[src/design/sobb_pkg.sv]
// ----------------------------------------------------------------------------
// sobb_pkg
// shared types and constants of the segment / oriented box overlap test
// ----------------------------------------------------------------------------
package sobb_pkg;

    localparam int NUM_STAGES = 6;

    localparam int VEC_W      = 48;
    localparam int HALF_LEN_W = 15;
    localparam int S_TDATA_W  = 352;
    localparam int M_TDATA_W  = 8;

    // input transaction layout, lowest bit first
    localparam int OFS_SEG_CENTER = 0;
    localparam int OFS_SEG_DIR    = 48;
    localparam int OFS_HALF_LEN   = 96;
    localparam int OFS_BOX_CENTER = 111;
    localparam int OFS_AXIS_U     = 159;
    localparam int OFS_AXIS_V     = 207;
    localparam int OFS_AXIS_W     = 255;
    localparam int OFS_HALF_SIZES = 303;

    typedef struct packed {
        logic [NUM_STAGES-1:0] ld;
        logic [NUM_STAGES-1:0] vld;
    } t_pipe_ctl;

endpackage

[src/design/sobb_pipe_ctl.sv]
// ----------------------------------------------------------------------------
// sobb_pipe_ctl
// valid bits and per-stage load enables of the overlap test pipeline
// ----------------------------------------------------------------------------
module sobb_pipe_ctl (
    input  logic                  i_clk,
    input  logic                  i_rst_n,
    input  logic                  i_in_valid,
    input  logic                  i_out_ready,
    output sobb_pkg::t_pipe_ctl   o_ctl
);

    localparam int NS = sobb_pkg::NUM_STAGES;

    logic [NS-1:0] r_vld;
    logic [NS-1:0] n_vld;
    logic [NS-1:0] ld;

    // a stage loads when it is empty or its successor loads
    always_comb begin
        ld[NS-1] = !r_vld[NS-1] || i_out_ready;
        for (int s = NS - 2; s >= 0; s--) begin
            ld[s] = !r_vld[s] || ld[s+1];
        end
        n_vld = (ld & {r_vld[NS-2:0], i_in_valid}) | (~ld & r_vld);
    end

    always_ff @(posedge i_clk) begin
        if (!i_rst_n) begin
            r_vld <= '0;
        end else begin
            r_vld <= n_vld;
        end
    end

    assign o_ctl.ld  = ld;
    assign o_ctl.vld = r_vld;

endmodule

[config.mk]
export PLATFORM = sky130hd
export DESIGN_NAME = sobb_pipe_ctl
export DESIGN_NICKNAME = d
export VERILOG_FILES = /design/src/design/sobb_pkg.sv /design/src/design/sobb_pipe_ctl.sv
export SDC_FILE = /design/constraint.sdc
export NUM_CORES = 1
export LEC_CHECK = 0
export BUFFER_PORTS_ARGS = -buffer_cell sky130_fd_sc_hd__buf_2
export CAP_MARGIN = 20
export CORE_AREA = 2 2 39 41
export DETAILED_ROUTE_END_ITERATION = 10
export DIE_AREA = 0 0 41 43
export HOLD_SLACK_MARGIN = 0.1
export PLACE_DENSITY = 0.48
export SYNTH_ARGS = -nofsm -noshare
export SYNTH_HDL_FRONTEND = slang
export SYNTH_SLANG_ARGS = --single-unit
[constraint.sdc]
create_clock -name i_clk -period 1.3 [get_ports i_clk]
set_input_delay 0.26 -clock i_clk [delete_from_list [all_inputs] [get_ports i_clk]]
set_output_delay 0.26 -clock i_clk [all_outputs]
set_load 0.1 [all_outputs]
## Yosys cells after proc, flatten, opt, wreduce, memory -nomap -nowiden

Cells that the tools add are included.

- Word-level logic and storage cells: 17
- Register bits after elaboration: 6
- Bits of input ports: 4
- Output and inout port bits: 12

- Bitwise gates (word level): 4
- Reduce and logical (&&, ||, !) cells: 12

Operator list:

| kind | number |
|---|---|
| $and 6x6->6 | 2 |
| $logic_not 1->1 | 6 |
| $logic_or 1x1->1 | 6 |
| $not 6->6 | 1 |
| $or 6x6->6 | 1 |

## Depth between registers and ports, before layout

- Word-level depth: 10
- Gate-level depth with buffers: 3
- Mapped depth without buffers: 3

## Least setup slack after synthesis

OpenSTA, ideal clock, no wires.

- Path kind: flip-flop to output port
- From: reg with a tool-made name
- To: out o_ctl[6] in the netlist's numbering
- Buffers on the path: 0
- Stages on the path, launching flop included: 3
- Arrival time: 2.305 ns
- Data required time: 1.040 ns
- Setup slack: -1.265 ns
- Cell sequence: dfxtp_1 > and4b_2 > nand4_1

RTL lines:

| element | RTL line | text |
|---|---|---|
| end: declaration | sobb_pipe_ctl.sv:10 | `output sobb_pkg::t_pipe_ctl o_ctl` |

==> summary by stage <==
Floorplanning
In this run the standard cell core region covers between 1000 and 1500 um2. The floorplan step defined a die boundary enclosing 1760 um2. The width of the die is 41 um. The floorplan has 14 rows. In this run the vertical extent of the chip is roughly 43 um. 16 I/O pins were placed. The effective utilization at floorplan is 0.182.

Synth
After synthesis, the netlist uses 12 different library cells. The fraction of the yosys area taken by sequential cells is 0.478. The cell count after synthesis came out at 28. In the post-synthesis netlist, the cell with the most instances is sky130_fd_sc_hd__dfxtp_1. The largest area contributor in the synthesized netlist is sky130_fd_sc_hd__dfxtp_1. The share of synthesized area in the top cell type comes to 0.478. In the synthesized netlist, the cells that appear most often are sky130_fd_sc_hd__dfxtp_1 (6), sky130_fd_sc_hd__nand2_1 (5), sky130_fd_sc_hd__o21a_1 (3), sky130_fd_sc_hd__o21ai_2 (3).

The share of synthesized registers carrying an async set or reset is 0. After synthesis, the mean cell area works out to 8.98 um2. The summed instance area of the synthesized netlist is roughly 250 um2. Among all flip-flop cells after synthesis, the most frequent one is sky130_fd_sc_hd__dfxtp_1.

The synthesized flop and latch total is 6. The post-synth net total is 32. The count of flip-flops with a built-in enable after synthesis is 0. The number of warning messages in the yosys log is 0. Ranked by total cell area, the synthesized netlist is headed by sky130_fd_sc_hd__dfxtp_1 (48%), sky130_fd_sc_hd__o21ai_2 (10%), sky130_fd_sc_hd__o21a_1 (9.0%).

Worst setup path
Walking the worst path, the cells encountered are and4b_2 -> buf_4 -> inv_4 -> buf_12. The endpoint class of the critical path is an output port. The combined buffer and inverter count along the critical path is 3. STA puts the critical path data required time at 1040 ps.

The setup path with the least slack is of type reg -> out. The maximum fanout count along the critical path is 5. The slowest stage of the critical path is the sky130_fd_sc_hd__dfxtp_4 cell. The kind of cell with the highest combined delay along the critical path is buffers and inverters.

The highest cell delay on the worst timing path is ~330 ps. Data on the critical path arrives at its endpoint at between 1000 and 1500 ps. The worst setup path is launched from a flop.

Pwr
The leakage dissipation is between 0.2 and 0.3 nW. Power spread over the standard cell area amounts to 681 nW/um2. The power consumption is roughly 0.45 mW. The maximum vdd ir drop is between 300 and 400 uV.

Run status
The final reports fail on negative setup slack. The flow ran to the end, but the final reports show violations.

GRT
The total routing resource utilization after global routing is 0.107. The number of antenna violations at the first check in global routing is 0. The via count of the first global-routing pass is roughly 310. The maximum number of pins on one net before global-route repair is 10. The wire length of the first global-routing pass is between 1000 and 1500 um. The total congestion overflow after global routing is 0.

STA
Dividing the final minimum period by the clock period gives 1.13. Based on the critical path, the design can be clocked at up to a little under 700 MHz. In the post-route analysis, the smallest setup slack over all paths is -172 ps. The worst setup skew after layout is about 5.8 ps.

Subtracting the final worst setup slack from the clock period gives 1470 ps. The relative max-transition margin is 0.879. The hold violation count in the final report is 0. Setup violations remaining at the end of the flow were counted as 5. Setup repair after global routing could not meet its margin everywhere.

The measured slew at the worst slew-check pin is around 180 ps. The final-report max-slew violation count was 0.

Detailed routing
The post-detailed-route DRC marker count is 0. The via count is approximately 300. The final antenna-violating net count is 0. For this block, the routed nets add up to 771 um of wire. The first detailed-routing pass ran for 2 iterations. Using the TritonRoute via totals, the vias-per-cell ratio works out to ~4.1. The per-cell routed wire length is ~11 um. The number of DRC markers after the initial detailed-route iteration is 1.

Clocking
The latest clock arrival within the worst-skew pair is approximately 240 ps. Clock-pin slew was measured on the worst setup and hold paths at 40 ps. The tree is rooted in a sky130_fd_sc_hd__clkbuf_4. The total number of clock tree sinks is 6. The number of buffers on the longest clock path is 2. The H-tree level count is 1. The hold buffer count at CTS is 0. TritonCTS built the clock tree.

In this run, CTS created clock tree buffers numbering 3.

Placed design
The HPWL after detailed placement is 554 um. The congestion estimate from routability-driven global placement came to roughly 0.68. The count of buffers added on input and output ports is 15. Once placement completed, the tool counted placed cells totaling a little over 60.

Layout
The repair_antennas step left the layout with diodes totalling 0. The count of placed standard cells in the final layout, fillers left out is 73. For this run, the post-layout net count is a little over 60. Of the cells placed in the final design, the portion with a size suffix greater than 1 is 0.772. Once layout is complete, the utilization of the core stands at 0.481.

Relative to the synthesized area, the layout overhead comes to 165%.

Worst hold path
The worst hold path belongs to the class in -> reg.

Job
The count of max-cap constraint violations is 0.
## routing by layer
| layer | wire [um] | vias to the layer above | GRT usage | share of wire |
|---|---|---|---|---|
| met5 | 0 | - | 0 | 0 |
| met1 | 276 | 127 | 0.120 | 0.36 |
| met3 | 92 | 0 | 0.0471 | 0.12 |
| met2 | 403 | 16 | 0.159 | 0.52 |
| met4 | 0 | 0 | 0.0600 | 0 |
| li1 | - | 156 | - | - |
## per-stage QoR
step	setup TNS, ps	cell area (um2)	hold WS, ps	worst slack (ps)
final	-739	666	230	-172
after detailed placement	-22.6	566	472	-22.6
after global routing	-1030	666	224	-243
after global placement	-19.9	566	475	-19.9
after floorplan	-2310	272	373	-724
after CTS	-850	632	223	-192
## worst paths after layout
kind	endpoint	slack, ps	from	depth (start not counted)
max	o_ctl[9]	-170	flop	4
max reg2reg	flop	110	flop	5
min reg2reg	flop	490	flop	1
min	flop	230	i_in_valid	3
## timing repair
item | 4_1_cts | 5_1_grt
setup buffers | 4 | 4
resized for setup | 4 | 1
endpoints found under the setup margin | 6 | 6
pin swaps | 2 | 1
## kinds of logic after synthesis
group,synth area share
simple gates,0.269
flops,0.478
compound gates,0.194
buf+inv,0.0597
## power breakdown
part	switching [mW]	internal, mW	total [mW]
registers	0.00820	0.185	0.193
logic	0.0487	0.0301	0.0787
clock network	0.0657	0.116	0.182
## cell usage in the layout (no fill, tap or decap), drive strengths merged
cell type / count
buf: 26
dfxtp: 6
nand2: 5
clkbuf: 4
o21a: 3
o21ai: 3
nand4: 2
nand3: 2
inv: 2
nor2b: 1
and3b: 1
clkinvlp: 1
and4b: 1
## tightest hold or removal path: cells and delay by family
kind                   cells  cell delay [ps]
and+or+nand+nor            1               50
AOI/OAI and AO/OA          1               50
buffers and inverters      1               70
## cell type report
cell class	count	area [um2]
Fill cell	135	718
Timing Repair Buffer	26	342
Sequential cell	6	135
Multi-Input combinational cell	18	125
Clock buffer	4	26.3
Tap cell	16	20.0
Inverter	3	17.5
No activity file was read; power rests on OpenSTA's default activity.
